## src/hw/rtl/ssco_pkg.sv

```systemverilog
// ----------------------------------------------------------------------------
// ssco_pkg
// Shared types and constants for the streaming substring search unit.
// ----------------------------------------------------------------------------
package ssco_pkg;

   // Longest pattern and width of the text position.
   localparam int MAX_PATTERN   = 8;
   localparam int INDEX_BITS    = 16;
   localparam int WINDOW_DEPTH  = MAX_PATTERN - 1;
   localparam int LEN_BITS      = 4;
   localparam int PAT_IDX_BITS  = 3;
   localparam int PATTERN_BITS  = 64;
   localparam int CSR_IDX_BITS  = 2;
   localparam int CSR_DATA_BITS = 64;

   localparam logic [INDEX_BITS-1:0] POS_MAX = {INDEX_BITS{1'b1}};

   // Character constants for case folding.
   localparam logic [7:0] CHAR_LOWER_A = 8'h61;
   localparam logic [7:0] CHAR_LOWER_Z = 8'h7a;
   localparam logic [7:0] CASE_DELTA   = 8'h20;

   // Register indexes of the configuration port.
   typedef enum logic [CSR_IDX_BITS-1:0] {
      CSR_PATTERN_BYTES  = 2'd0,
      CSR_PATTERN_LENGTH = 2'd1,
      CSR_CASE_SENSITIVE = 2'd2,
      CSR_START_OFFSET   = 2'd3
   } csr_index_type;

   // Configuration registers as seen by the datapath.
   typedef struct packed {
      logic [PATTERN_BITS-1:0] pattern_bytes;
      logic [LEN_BITS-1:0]     pattern_length;
      logic                    case_sensitive;
      logic [INDEX_BITS-1:0]   start_offset;
   } cfg_type;

   // Request and response payloads.
   typedef struct packed {
      logic [7:0] text_byte;
      logic       last;
   } req_type;

   typedef struct packed {
      logic                  found;
      logic [INDEX_BITS-1:0] match_index;
   } rsp_type;

   // Fold a to z to upper case when folding is enabled.
   function automatic logic [7:0] fold_char(input logic [7:0] c, input logic fold_en);
      logic [7:0] r;
      r = c;
      if (fold_en && (c >= CHAR_LOWER_A) && (c <= CHAR_LOWER_Z)) begin
         r = c - CASE_DELTA;
      end
      return r;
   endfunction

endpackage

```

## src/hw/rtl/substring_search_case_optional_unit.sv

```systemverilog
// ----------------------------------------------------------------------------
// substring_search_case_optional_unit
// Streaming search for a configured pattern of up to eight bytes.
// ----------------------------------------------------------------------------
// Text bytes arrive on the req_ channel, one request per byte, with last set
// on the final byte of a text. Each byte is compared against the pattern,
// optionally with a to z folded to upper case. For each request flagged last
// one response leaves on the rsp_ channel: found and the start index of the
// earliest match at or after start_offset (zero when not found).
// A request is taken into an input register and processed by the window
// compare when it leaves that register. For a last byte the result is then
// written into the response register, which drives rsp_valid and rsp_data.
// One request is accepted every cycle while req_stall is low; the input
// register advances while the response register holds a stalled response,
// and req_stall rises only when a last byte waits behind a stalled response.
// A stalled response holds its value. Reset empties both registers, clears
// the text state and sets the registers to their defaults (exact compare,
// empty pattern). The csr_ port writes a register per cycle; the user must
// use it only while no text is in flight, and the block does not enforce it.
// ----------------------------------------------------------------------------
module substring_search_case_optional_unit
   import ssco_pkg::*;
(
   input  logic                     clock,
   input  logic                     reset,
   input  logic                     req_valid,
   output logic                     req_stall,
   input  req_type                  req_data,
   output logic                     rsp_valid,
   input  logic                     rsp_stall,
   output rsp_type                  rsp_data,
   input  logic                     csr_write,
   input  logic [CSR_IDX_BITS-1:0]  csr_index,
   input  logic [CSR_DATA_BITS-1:0] csr_wdata
);

   cfg_type cfg;
   rsp_type step_rsp;

   logic    in_valid_ff;
   logic    in_valid_in;
   req_type in_data_ff;
   logic    out_valid_ff;
   logic    out_valid_in;
   rsp_type out_data_ff;
   logic    req_take;
   logic    step_go;

   ssco_csr u_csr (
      .clock     (clock),
      .reset     (reset),
      .csr_write (csr_write),
      .csr_index (csr_index),
      .csr_wdata (csr_wdata),
      .cfg       (cfg)
   );

   ssco_match u_match (
      .clock      (clock),
      .reset      (reset),
      .step_valid (step_go),
      .step_data  (in_data_ff),
      .cfg        (cfg),
      .step_rsp   (step_rsp)
   );

   // Advance the input register unless a last byte meets a stalled response.
   assign step_go   = in_valid_ff && (!in_data_ff.last || !out_valid_ff || !rsp_stall);
   assign req_stall = in_valid_ff && !step_go;
   assign req_take  = req_valid && !req_stall;

   always_comb begin
      in_valid_in = in_valid_ff;
      if (req_take) begin
         in_valid_in = 1'b1;
      end else if (step_go) begin
         in_valid_in = 1'b0;
      end
   end

   // Load a response on a last byte, drop it once taken.
   always_comb begin
      out_valid_in = out_valid_ff;
      if (step_go && in_data_ff.last) begin
         out_valid_in = 1'b1;
      end else if (!rsp_stall) begin
         out_valid_in = 1'b0;
      end
   end

   always_ff @(posedge clock) begin
      if (reset) begin
         in_valid_ff  <= 1'b0;
         out_valid_ff <= 1'b0;
      end else begin
         in_valid_ff  <= in_valid_in;
         out_valid_ff <= out_valid_in;
      end
   end

   // Payload registers.
   always_ff @(posedge clock) begin
      if (req_take) begin
         in_data_ff <= req_data;
      end
      if (step_go && in_data_ff.last) begin
         out_data_ff <= step_rsp;
      end
   end

   assign rsp_valid = out_valid_ff;
   assign rsp_data  = out_data_ff;

endmodule

```

## src/hw/rtl/ssco_csr.sv

```systemverilog
// ----------------------------------------------------------------------------
// ssco_csr
// Configuration registers of the substring search unit, written by index.
// ----------------------------------------------------------------------------
module ssco_csr
   import ssco_pkg::*;
(
   input  logic                     clock,
   input  logic                     reset,
   input  logic                     csr_write,
   input  logic [CSR_IDX_BITS-1:0]  csr_index,
   input  logic [CSR_DATA_BITS-1:0] csr_wdata,
   output cfg_type                  cfg
);

   cfg_type cfg_ff;
   cfg_type cfg_in;

   // Decode the write into the addressed register.
   always_comb begin
      cfg_in = cfg_ff;
      if (csr_write) begin
         unique case (csr_index)
            CSR_PATTERN_BYTES:  cfg_in.pattern_bytes  = csr_wdata[PATTERN_BITS-1:0];
            CSR_PATTERN_LENGTH: cfg_in.pattern_length = csr_wdata[LEN_BITS-1:0];
            CSR_CASE_SENSITIVE: cfg_in.case_sensitive = csr_wdata[0];
            CSR_START_OFFSET:   cfg_in.start_offset   = csr_wdata[INDEX_BITS-1:0];
            default:            cfg_in = cfg_ff;
         endcase
      end
   end

   // Hold the registers; exact compare after reset.
   always_ff @(posedge clock) begin
      if (reset) begin
         cfg_ff.pattern_bytes  <= '0;
         cfg_ff.pattern_length <= '0;
         cfg_ff.case_sensitive <= 1'b1;
         cfg_ff.start_offset   <= '0;
      end else begin
         cfg_ff <= cfg_in;
      end
   end

   assign cfg = cfg_ff;

endmodule

```

## src/hw/rtl/ssco_match.sv

```systemverilog
// ----------------------------------------------------------------------------
// ssco_match
// Window compare and per-text match state: one text byte per step.
// ----------------------------------------------------------------------------
module ssco_match
   import ssco_pkg::*;
(
   input  logic    clock,
   input  logic    reset,
   input  logic    step_valid,
   input  req_type step_data,
   input  cfg_type cfg,
   output rsp_type step_rsp
);

   logic [7:0]            recent_ff [WINDOW_DEPTH];
   logic [7:0]            recent_in [WINDOW_DEPTH];
   logic [INDEX_BITS-1:0] pos_ff;
   logic [INDEX_BITS-1:0] pos_in;
   logic                  seen_ff;
   logic                  seen_in;
   logic [INDEX_BITS-1:0] first_ff;
   logic [INDEX_BITS-1:0] first_in;

   logic [7:0]            pat     [MAX_PATTERN];
   logic [7:0]            win     [MAX_PATTERN];
   logic [LEN_BITS-1:0]   clip_len;
   logic [LEN_BITS-1:0]   eff_len;
   logic [LEN_BITS-1:0]   idx;
   logic                  fold_en;
   logic                  all_eq;
   logic [INDEX_BITS:0]   pos_p1;
   logic [INDEX_BITS:0]   start;
   logic                  hit;
   logic                  seen_next;
   logic [INDEX_BITS-1:0] first_next;

   // Split the pattern and build the window, newest byte first.
   always_comb begin
      for (int j = 0; j < MAX_PATTERN; j++) begin
         pat[j] = cfg.pattern_bytes[j*8 +: 8];
      end
      win[0] = step_data.text_byte;
      for (int k = 1; k < MAX_PATTERN; k++) begin
         win[k] = recent_ff[k-1];
      end
   end

   // Clip the length, then cut it at the first zero pattern byte.
   always_comb begin
      clip_len = (cfg.pattern_length > LEN_BITS'(MAX_PATTERN)) ?
                 LEN_BITS'(MAX_PATTERN) : cfg.pattern_length;
      eff_len  = clip_len;
      for (int j = MAX_PATTERN - 1; j >= 0; j--) begin
         if ((LEN_BITS'(j) < clip_len) && (pat[j] == 8'h00)) begin
            eff_len = LEN_BITS'(j);
         end
      end
   end

   // Compare the last eff_len bytes with the pattern.
   always_comb begin
      fold_en = ~cfg.case_sensitive;
      all_eq  = 1'b1;
      idx     = '0;
      for (int j = 0; j < MAX_PATTERN; j++) begin
         if (LEN_BITS'(j) < eff_len) begin
            idx = eff_len - LEN_BITS'(j) - LEN_BITS'(1);
            if (fold_char(win[idx[PAT_IDX_BITS-1:0]], fold_en) != fold_char(pat[j], fold_en)) begin
               all_eq = 1'b0;
            end
         end
      end
   end

   // Qualify the match by position and start offset.
   always_comb begin
      pos_p1     = {1'b0, pos_ff} + (INDEX_BITS+1)'(1);
      start      = pos_p1 - (INDEX_BITS+1)'(eff_len);
      hit        = !seen_ff && (eff_len != '0) && (pos_ff != POS_MAX) &&
                   (pos_p1 >= (INDEX_BITS+1)'(eff_len)) &&
                   (start >= {1'b0, cfg.start_offset}) && all_eq;
      seen_next  = seen_ff | hit;
      first_next = hit ? start[INDEX_BITS-1:0] : first_ff;
      step_rsp.found       = seen_next;
      step_rsp.match_index = seen_next ? first_next : '0;
   end

   // Advance the window and position, clear everything after the last byte.
   always_comb begin
      recent_in = recent_ff;
      pos_in    = pos_ff;
      seen_in   = seen_ff;
      first_in  = first_ff;
      if (step_valid) begin
         if (step_data.last) begin
            for (int k = 0; k < WINDOW_DEPTH; k++) begin
               recent_in[k] = '0;
            end
            pos_in   = '0;
            seen_in  = 1'b0;
            first_in = '0;
         end else begin
            recent_in[0] = step_data.text_byte;
            for (int k = 1; k < WINDOW_DEPTH; k++) begin
               recent_in[k] = recent_ff[k-1];
            end
            pos_in   = (pos_ff != POS_MAX) ? pos_p1[INDEX_BITS-1:0] : pos_ff;
            seen_in  = seen_next;
            first_in = first_next;
         end
      end
   end

   always_ff @(posedge clock) begin
      if (reset) begin
         for (int k = 0; k < WINDOW_DEPTH; k++) begin
            recent_ff[k] <= '0;
         end
         pos_ff   <= '0;
         seen_ff  <= 1'b0;
         first_ff <= '0;
      end else begin
         recent_ff <= recent_in;
         pos_ff    <= pos_in;
         seen_ff   <= seen_in;
         first_ff  <= first_in;
      end
   end

endmodule
```

## config.mk

```make
export PLATFORM = sky130hd
export DESIGN_NAME = substring_search_case_optional_unit
export DESIGN_NICKNAME = d
export VERILOG_FILES = /design/src/hw/rtl/ssco_pkg.sv /design/src/hw/rtl/substring_search_case_optional_unit.sv /design/src/hw/rtl/ssco_csr.sv /design/src/hw/rtl/ssco_match.sv
export SDC_FILE = /design/constraint.sdc
export NUM_CORES = 1
export LEC_CHECK = 0
export ABC_AREA = 1
export BUFFER_PORTS_ARGS = -buffer_cell sky130_fd_sc_hd__buf_2
export CAP_MARGIN = 25
export CORE_MARGIN = 2
export CORE_UTILIZATION = 55
export CTS_CLUSTER_DIAMETER = 80
export DETAILED_ROUTE_END_ITERATION = 8
export PLACE_DENSITY = 0.88
export SLEW_MARGIN = 20
export SYNTH_ARGS = -nofsm -noshare
export SYNTH_HDL_FRONTEND = slang
export SYNTH_SLANG_ARGS = --single-unit
```

## constraint.sdc

```tcl
create_clock -name clock -period 5.5 [get_ports clock]
set_input_delay 0.825 -clock clock [delete_from_list [all_inputs] [get_ports clock]]
set_output_delay 0.825 -clock clock [all_outputs]
set_load 0.03 [all_outputs]
```

[After elaboration in Yosys (flattened, before gate mapping)]
Index checks and enable logic that the tools add are counted.
Widths: inputs -> output; s select.
Word-level totals
  bits of input ports: 80
  logic and storage cells: 299
  output and inout bits: 19
  register bits: 202
Cells by class
  multiplexer cells: 91
  reductions and logical operators: 74
  order comparisons: 59
  bitwise gates (word level): 10
  equal/unequal tests: 13
  add/subtract/negate cells: 32
Operators with widths (number)
  $mux 8: 48
  $bmux 8 s3: 8
  $ge 8x7->1 const B: 16
  $le 8x7->1 const B: 16
  $sub 8x6->8 const B: 16
  $logic_not 8->1: 8
  $mux 16: 4
  $ne 8x8->1: 8
  $mux 56: 1
  $logic_and 1x1->1: 49
  $mux 4: 9
  $ge 4x4->1 const B: 8
  $lt 3x4->1 const A: 8
  $not 3->4: 8
  $sub 3x1->3 const B: 8
  $mux 1: 21
  $add 16x1->17 const B: 1
  $ge 17x16->1: 1
  $ge 17x4->1: 1
  $sub 17x4->17: 1
  $lt 1x4->1 const A: 4
  $lt 2x4->1 const A: 4
  $ne 16x16->1 const B: 1
  $sub 3x3->3 const B: 4
  other kinds (13): 26

[Longest topological paths before layout]
  word-level depth: 42
  depth in mapped cells: 39
  gate-level depth less buffers: 37

[Cells and area by module]
A second synthesis with hierarchy kept.
Unflattened totals
  cell total of the unflattened synthesis: 2539
  area, all modules: 15484.9 um^2
By module, submodules not included
  ssco_match: instances 1, seq. area each 1781.7 um^2, cells each 1938, area each 10842.9 um^2
  ssco_csr: instances 1, seq. area each 1701.6 um^2, cells each 556, area each 3751.1 um^2
  substring_search_case_optional_unit: instances 1, seq. area each 820.8 um^2, cells each 45, area each 890.9 um^2

[Least setup slack after synthesis]
No wires, ideal clock.
  path kind: register to register
  start point: reg u_csr.cfg_ff (netlist bit u_csr.cfg[19])
  end point: reg out_data_ff (netlist bit rsp_data[1]), data pin
  stages on the path, launching flop included: 35
  library setup time: 0.262 ns
  clock period less this slack: 5.106 ns
  buffers on the path: 2
  required time: 5.238 ns
  setup slack: 0.394 ns
  arrival time: 4.844 ns
  cells stage by stage: dfxtp_1 inv_2 nor2_1 nand3_1 nand3_2 nand3_1 nand2_1 nand2_2 nand2_4 buf_2 ha_1 inv_1 fa_1 a21oi_1 nor2_1 nor2_1 nand2_1 nor2_1 nand2_1 nor2_1 nand2_1 xnor2_1 inv_1 ha_1 nand2_1 or3_1 o311ai_0 a21oi_1 a21oi_1 nand3_1 nor2_4 nand2_4 buf_4 nand2_1 a21oi_1
Between the ends
  longest elaborated chain between the ends: 41
  elaborated cells on any way between the ends: 171
  those cells by class: add/sub (23); order compare (35); eq/ne (8); mux (66); bitwise (9); reduce/logical (30)
Ends and longest elaborated chain
  from (decl): RTL line ssco_csr.sv:16  | cfg_type cfg_ff;
  from (signal assigned): RTL line ssco_csr.sv:41  | cfg_ff <= cfg_in;
  $gt 4x4->1: RTL line ssco_match.sv:51  | clip_len = (cfg.pattern_length > LEN_BITS'(MAX_PATTERN)) ?
  $mux 4 *: RTL line ssco_match.sv:51
  $lt 3x4->1: RTL line ssco_match.sv:55  | if ((LEN_BITS'(j) < clip_len) && (pat[j] == 8'h00)) begin
  $logic_and 1x1->1: RTL line ssco_match.sv:55
  $mux 4 (7 in a row): RTL line ssco_match.sv:55
  $mux 4 *: RTL line ssco_match.sv:55
  parallel branches: the longest is 29 deep, another holds $ge 8x7->1
  to (signal assigned): RTL line substring_search_case_optional_unit.sv:107  | out_data_ff <= step_rsp;
  to (decl): RTL line substring_search_case_optional_unit.sv:45  | rsp_type out_data_ff;
Mark *: on every way between the ends. The select of a mux whose other input is x is not followed.
A chain may end at the register's enable or synchronous reset.

[Worst setup path after layout]
  start point: reg u_csr.cfg_ff (netlist bit u_csr.cfg[64])
  end point: reg out_data_ff (netlist bit rsp_data[11]), data pin
Between the ends
  longest elaborated chain between the ends: 37
  elaborated cells on any way between the ends: 160
  those cells by class: add/sub (24); order compare (28); eq/ne (8); mux (65); bitwise (9); reduce/logical (26)
Ends and longest elaborated chain
  parallel branches: the longest is 37 deep, another holds $sub 3x1->3
Several ways; the timed one is not identified. The select of a mux whose other input is x is not followed.

==> impl_metrics.py <==
metrics = {
    "global_route": {
        "number_of_global_route_vias_before_repair": 13770,
        "grt_pass1_wl_um": 70790,
        "gr-usage-all-layers": 0.3315,
        "antenna_violations_before_repair": 0,
        "grt-ovfl-total": 0,
        "grt_start_max_net_pins": 95,
    },
    "place": {
        "buffer_ports.inserted": 98,
        "detailed_place_hpwl_um": 33880,
        "place_inst": 2610,
        "place_area_um2": 14770,
        "gp_congestion": 1.015,
    },
    "cts": {
        "cts.sinks": 202,
        "maximum_clock_path_buffer_count": 3,
        "cts_root_buffer": "sky130_fd_sc_hd__clkbuf_16",
        "tritoncts_clock_tree": "done",
        "clkTransAtPathRegs_ns": 0.06,
        "clk_latency_ns": 0.53,
        "htree_num_levels": 1,
        "tritoncts.num_buffers": 23,
    },
    "floorplanning": {
        "initial_standard_cell_utilization_of_the_core": 0.5599,
        "io_pins": 99,
        "horizontal_die_dimension_um": 163.9,
        "die-height_um": 163.9,
        "fp.dieArea_um2": 26860,
        "design.core.area_um2": 25110,
        "placementRows": 58,
    },
    "layout": {
        "number_of_inserted_diodes": 0,
        "fin_nets": 2440,
        "post_route_cells_drive_above_1_share": 0.1353,
        "fin_util": 0.6381,
        "area_growth_pct": 13.97,
        "fill_cells": 2292,
        "final_cell_area_um2": 16020,
        "sequential_cell_area_um2": 4315,
        "final-instance-count-excl-fill": 2666,
        "multi_input_area_um2": 8668,
    },
    "sta": {
        "fin_skew_ns": 0.01446,
        "period_share": 0.9761,
        "fin_hold_ws_ns": 0.4588,
        "timing.final.setup_violations": 0,
        "timing_worst_slew_pin_value_ns": 1.005,
        "slew-limit-headroom": 0.3297,
        "hold_viol": 0,
        "post-route-min-period_ns": 5.369,
        "slew_violations": 0,
        "clock.fmax_ghz": 0.1863,
    },
    "run_status": {
        "run_status": "finished, final reports clean",
    },
    "setup_path": {
        "worst-path-max-fanout": 17,
        "crit_path_max_incr_delay_ns": 0.40,
        "timing.critical_path.from_type": "flip-flop",
        "reg2reg_to": "rsp_data[11]",
        "worst_setup_slack_for_register_to_register_paths_ns": 0.13,
        "criticalPathCategory": "reg2reg",
        "worst-r2r-cell-count": 37,
        "crit_path_top_delay_cell": "sky130_fd_sc_hd__fa_2",
        "crit-reg2reg-launch": "u_csr.cfg[64]",
        "crit_path_capture_type": "flip-flop",
        "crit_path_start": "u_csr.cfg[64]",
        "crit_path_frequent_cell": "sky130_fd_sc_hd__nand2_2",
        "critPathRequiredTime_ns": 5.88,
        "cp.arrival_ns": 5.74,
        "crit_end": "rsp_data[11]",
    },
    "drt": {
        "drt-total-wl_um": 46200,
        "vias": 15530,
        "wl_per_cell_um": 17.33,
        "detail_route.drc_violations": 0,
        "vias_per_cell": 5.826,
        "drt_first_iter_violations": 1593,
        "firstDrtPassIters": 6,
        "antenna_violation_net_count_after_detailed_routing": 0,
    },
    "yosys": {
        "synthCells": 2247,
        "ys_seq_elements": 202,
        "synth-main-ff-cell": "sky130_fd_sc_hd__dfxtp_1",
        "seq_area_frac_synth": 0.3062,
        "synthTopCellsByArea": "sky130_fd_sc_hd__dfxtp_1 (25%), sky130_fd_sc_hd__nand2_1 (17%), sky130_fd_sc_hd__nand3_1 (14%)",
        "yosysUniqueCellTypes": 48,
        "ys_warn_count": 0,
        "mappedNetlistArea_um2": 14060,
        "synth-edff-count": 26,
        "postSynthNetCount": 2368,
        "average_footprint_of_a_synthesized_cell_um2": 6.257,
        "synth.largest_area_cell": "sky130_fd_sc_hd__dfxtp_1",
        "synth_largest_type_area_fraction": 0.2506,
        "share_of_flip_flops_with_an_asynchronous_set_or_reset_after_synthesis": 0,
    },
    "run": {
        "number_of_max_cap_violations": 0,
    },
    "min_path": {
        "worst_hold_path_type": "reg2reg",
    },
    "pwr": {
        "power.density_cell_area_nw_per_um2": 406.6,
        "leak_pwr_uw": 0.007119,
        "peakVddDrop_mv": 0.3259,
    },
}
[cell usage after synthesis (2+ instances only)]
| master | n |
|---|---|
| sky130_fd_sc_hd__o21ai_0 | 107 |
| sky130_fd_sc_hd__nand4_1 | 37 |
| sky130_fd_sc_hd__ha_1 | 40 |
| sky130_fd_sc_hd__clkbuf_1 | 60 |
| sky130_fd_sc_hd__nor2_4 | 5 |
| sky130_fd_sc_hd__clkinv_2 | 2 |
| sky130_fd_sc_hd__nor3_1 | 13 |
| sky130_fd_sc_hd__o21ai_1 | 17 |
| sky130_fd_sc_hd__nand3_1 | 390 |
| sky130_fd_sc_hd__or3_1 | 2 |
| sky130_fd_sc_hd__nand3b_1 | 17 |
| sky130_fd_sc_hd__nand3_2 | 3 |
| sky130_fd_sc_hd__xor2_1 | 45 |
| sky130_fd_sc_hd__nor4_1 | 9 |
| sky130_fd_sc_hd__dfxtp_1 | 176 |
| sky130_fd_sc_hd__o22ai_1 | 3 |
| sky130_fd_sc_hd__edfxtp_1 | 26 |
| sky130_fd_sc_hd__nand3b_2 | 2 |
| sky130_fd_sc_hd__clkinv_1 | 2 |
| sky130_fd_sc_hd__xnor2_1 | 4 |
| sky130_fd_sc_hd__a21oi_1 | 188 |
| sky130_fd_sc_hd__nor2_2 | 10 |
| sky130_fd_sc_hd__buf_6 | 7 |
| sky130_fd_sc_hd__buf_4 | 9 |
| sky130_fd_sc_hd__nor3_4 | 2 |
| sky130_fd_sc_hd__nand2_2 | 6 |
| sky130_fd_sc_hd__or2_2 | 2 |
| sky130_fd_sc_hd__nand2_1 | 633 |
| sky130_fd_sc_hd__inv_1 | 236 |
| sky130_fd_sc_hd__o21bai_1 | 5 |
| sky130_fd_sc_hd__nand2_4 | 4 |
| sky130_fd_sc_hd__o211ai_1 | 2 |
| sky130_fd_sc_hd__buf_2 | 21 |
| sky130_fd_sc_hd__nor2_1 | 139 |
| sky130_fd_sc_hd__inv_2 | 10 |
[per-layer routing]
layer,vias to the layer above,track usage,part of all wire
li1,7543,-,-
met1,7152,0.4202,0.40
met2,687,0.5609,0.47
met3,149,0.04217,0.076
met4,0,0.1543,0.055
met5,-,0,0
[flip-flops by register name (all words and copies together) (netlist names)]
| name | cells |
|---|---|
| in_data_ff | 9 |
| in_valid_ff | 1 |
| u_match.first_ff | 16 |
| rsp_valid | 1 |
| u_csr.cfg | 85 |
| u_match.seen_ff | 1 |
| u_match.recent_ff | 56 |
| u_match.pos_ff | 16 |
| rsp_data | 17 |
[layout by cell type, fill, tap and decap left out, types with 3 or more instances in the layout]
cell type / instances
sky130_fd_sc_hd__nor2_4: 9
sky130_fd_sc_hd__nand3_1: 375
sky130_fd_sc_hd__inv_1: 225
sky130_fd_sc_hd__nor3_1: 11
sky130_fd_sc_hd__nor4_1: 9
sky130_fd_sc_hd__nand2_4: 4
sky130_fd_sc_hd__a21oi_2: 19
sky130_fd_sc_hd__o21ai_0: 105
sky130_fd_sc_hd__inv_2: 22
sky130_fd_sc_hd__nand3_4: 4
sky130_fd_sc_hd__o21bai_1: 5
sky130_fd_sc_hd__inv_4: 3
sky130_fd_sc_hd__clkinv_2: 3
sky130_fd_sc_hd__xnor2_1: 3
sky130_fd_sc_hd__xor2_1: 45
sky130_fd_sc_hd__clkinvlp_4: 3
sky130_fd_sc_hd__edfxtp_1: 26
sky130_fd_sc_hd__dfxtp_1: 167
sky130_fd_sc_hd__nor2_1: 128
sky130_fd_sc_hd__nand2_2: 18
sky130_fd_sc_hd__buf_4: 37
sky130_fd_sc_hd__buf_12: 5
sky130_fd_sc_hd__ha_1: 38
sky130_fd_sc_hd__o21ai_1: 18
sky130_fd_sc_hd__nand3b_1: 17
sky130_fd_sc_hd__nand2_1: 621
sky130_fd_sc_hd__nor2_2: 17
sky130_fd_sc_hd__o22ai_1: 3
sky130_fd_sc_hd__clkbuf_1: 4
sky130_fd_sc_hd__a21oi_1: 169
sky130_fd_sc_hd__clkbuf_16: 25
sky130_fd_sc_hd__clkinv_1: 3
sky130_fd_sc_hd__nand3_2: 14
sky130_fd_sc_hd__dfxtp_2: 9
sky130_fd_sc_hd__nand4_1: 37
sky130_fd_sc_hd__buf_2: 98
[power by group]
group | leakage (uW) | internal, uW | switching (uW)
logic | 0.00509 | 1030 | 2340
registers | 0.00166 | 1540 | 38.0
clock network | 0.000365 | 910 | 653
total | 0.00712 | 3480 | 3040
[logic make-up (layout without fill, tap and decap cells)]
| family | Yosys count | after routing | share of synthesized area |
|---|---|---|---|
| simple gates | 1275 | 1276 | 0.4017 |
| flops | 202 | 202 | 0.3062 |
| xor+xnor | 50 | 50 | 0.03249 |
| compound gates | 331 | 331 | 0.1213 |
| buf+inv | 348 | 436 | 0.1013 |
| fa+ha+maj | 41 | 41 | 0.03702 |
[per-stage QoR]
| stage | TNS, ns | worst slack, ns | power, uW |
|---|---|---|---|
| detailed placement | -0.7116 | -0.08021 | 4730 |
| global route | -3.356 | -0.1525 | 6898 |
| CTS | 0 | 0.01898 | 6288 |
| floorplan | 0 | 0.3943 | 3819 |
| global placement | 0 | 0.2113 | 4664 |
| finish | 0 | 0.1314 | 6515 |
[worst min-delay path by stage]
stage / startpoint / to / slack [ns] / depth (start not counted)
finish: u_csr.cfg[8] / u_csr.cfg[8] / 0.46 / 2
detailed placement: u_csr.cfg[8] / u_csr.cfg[8] / 0.46 / 2
CTS: req_data[0] / in_data_ff[0] / 0.46 / 1
global placement: u_match.pos_ff[12] / u_match.pos_ff[12] / 0.45 / 2
floorplan: u_csr.cfg[0] / u_csr.cfg[0] / 0.43 / 2
global route: req_data[5] / in_data_ff[5] / 0.47 / 1
[timing repair]
action                                 4_1_cts  5_1_grt
pin swaps                                    0       43
setup buffers                                0       11
setup endpoints to repair                   30       34
resized for setup                            2       95
gates cloned                                 0        2
hold buffers                                 0        0
endpoints found under the hold margin        0        0
[critical path: cells and delay by family (launching register included)]
family	cells	cell delay, ns
XOR/XNOR	1	0.17
buffers and inverters	7	0.73
flip-flops	1	0.33
AND/OR/NAND/NOR	20	2.26
adder cells (fa/ha/maj)	3	0.79
AO/OA/AOI/OAI	6	0.91
[cell type report]
cell class                      instances  share of cell area
Multi-Input combinational cell       1698              0.5410
Sequential cell                       202              0.2693
Inverter                              251             0.05919
Timing Repair Buffer                  143             0.05716
Clock buffer                           29             0.03928
Tap cell                              330             0.02577
Clock inverter                         13            0.008277
No activity file was read; power rests on OpenSTA's default activity.
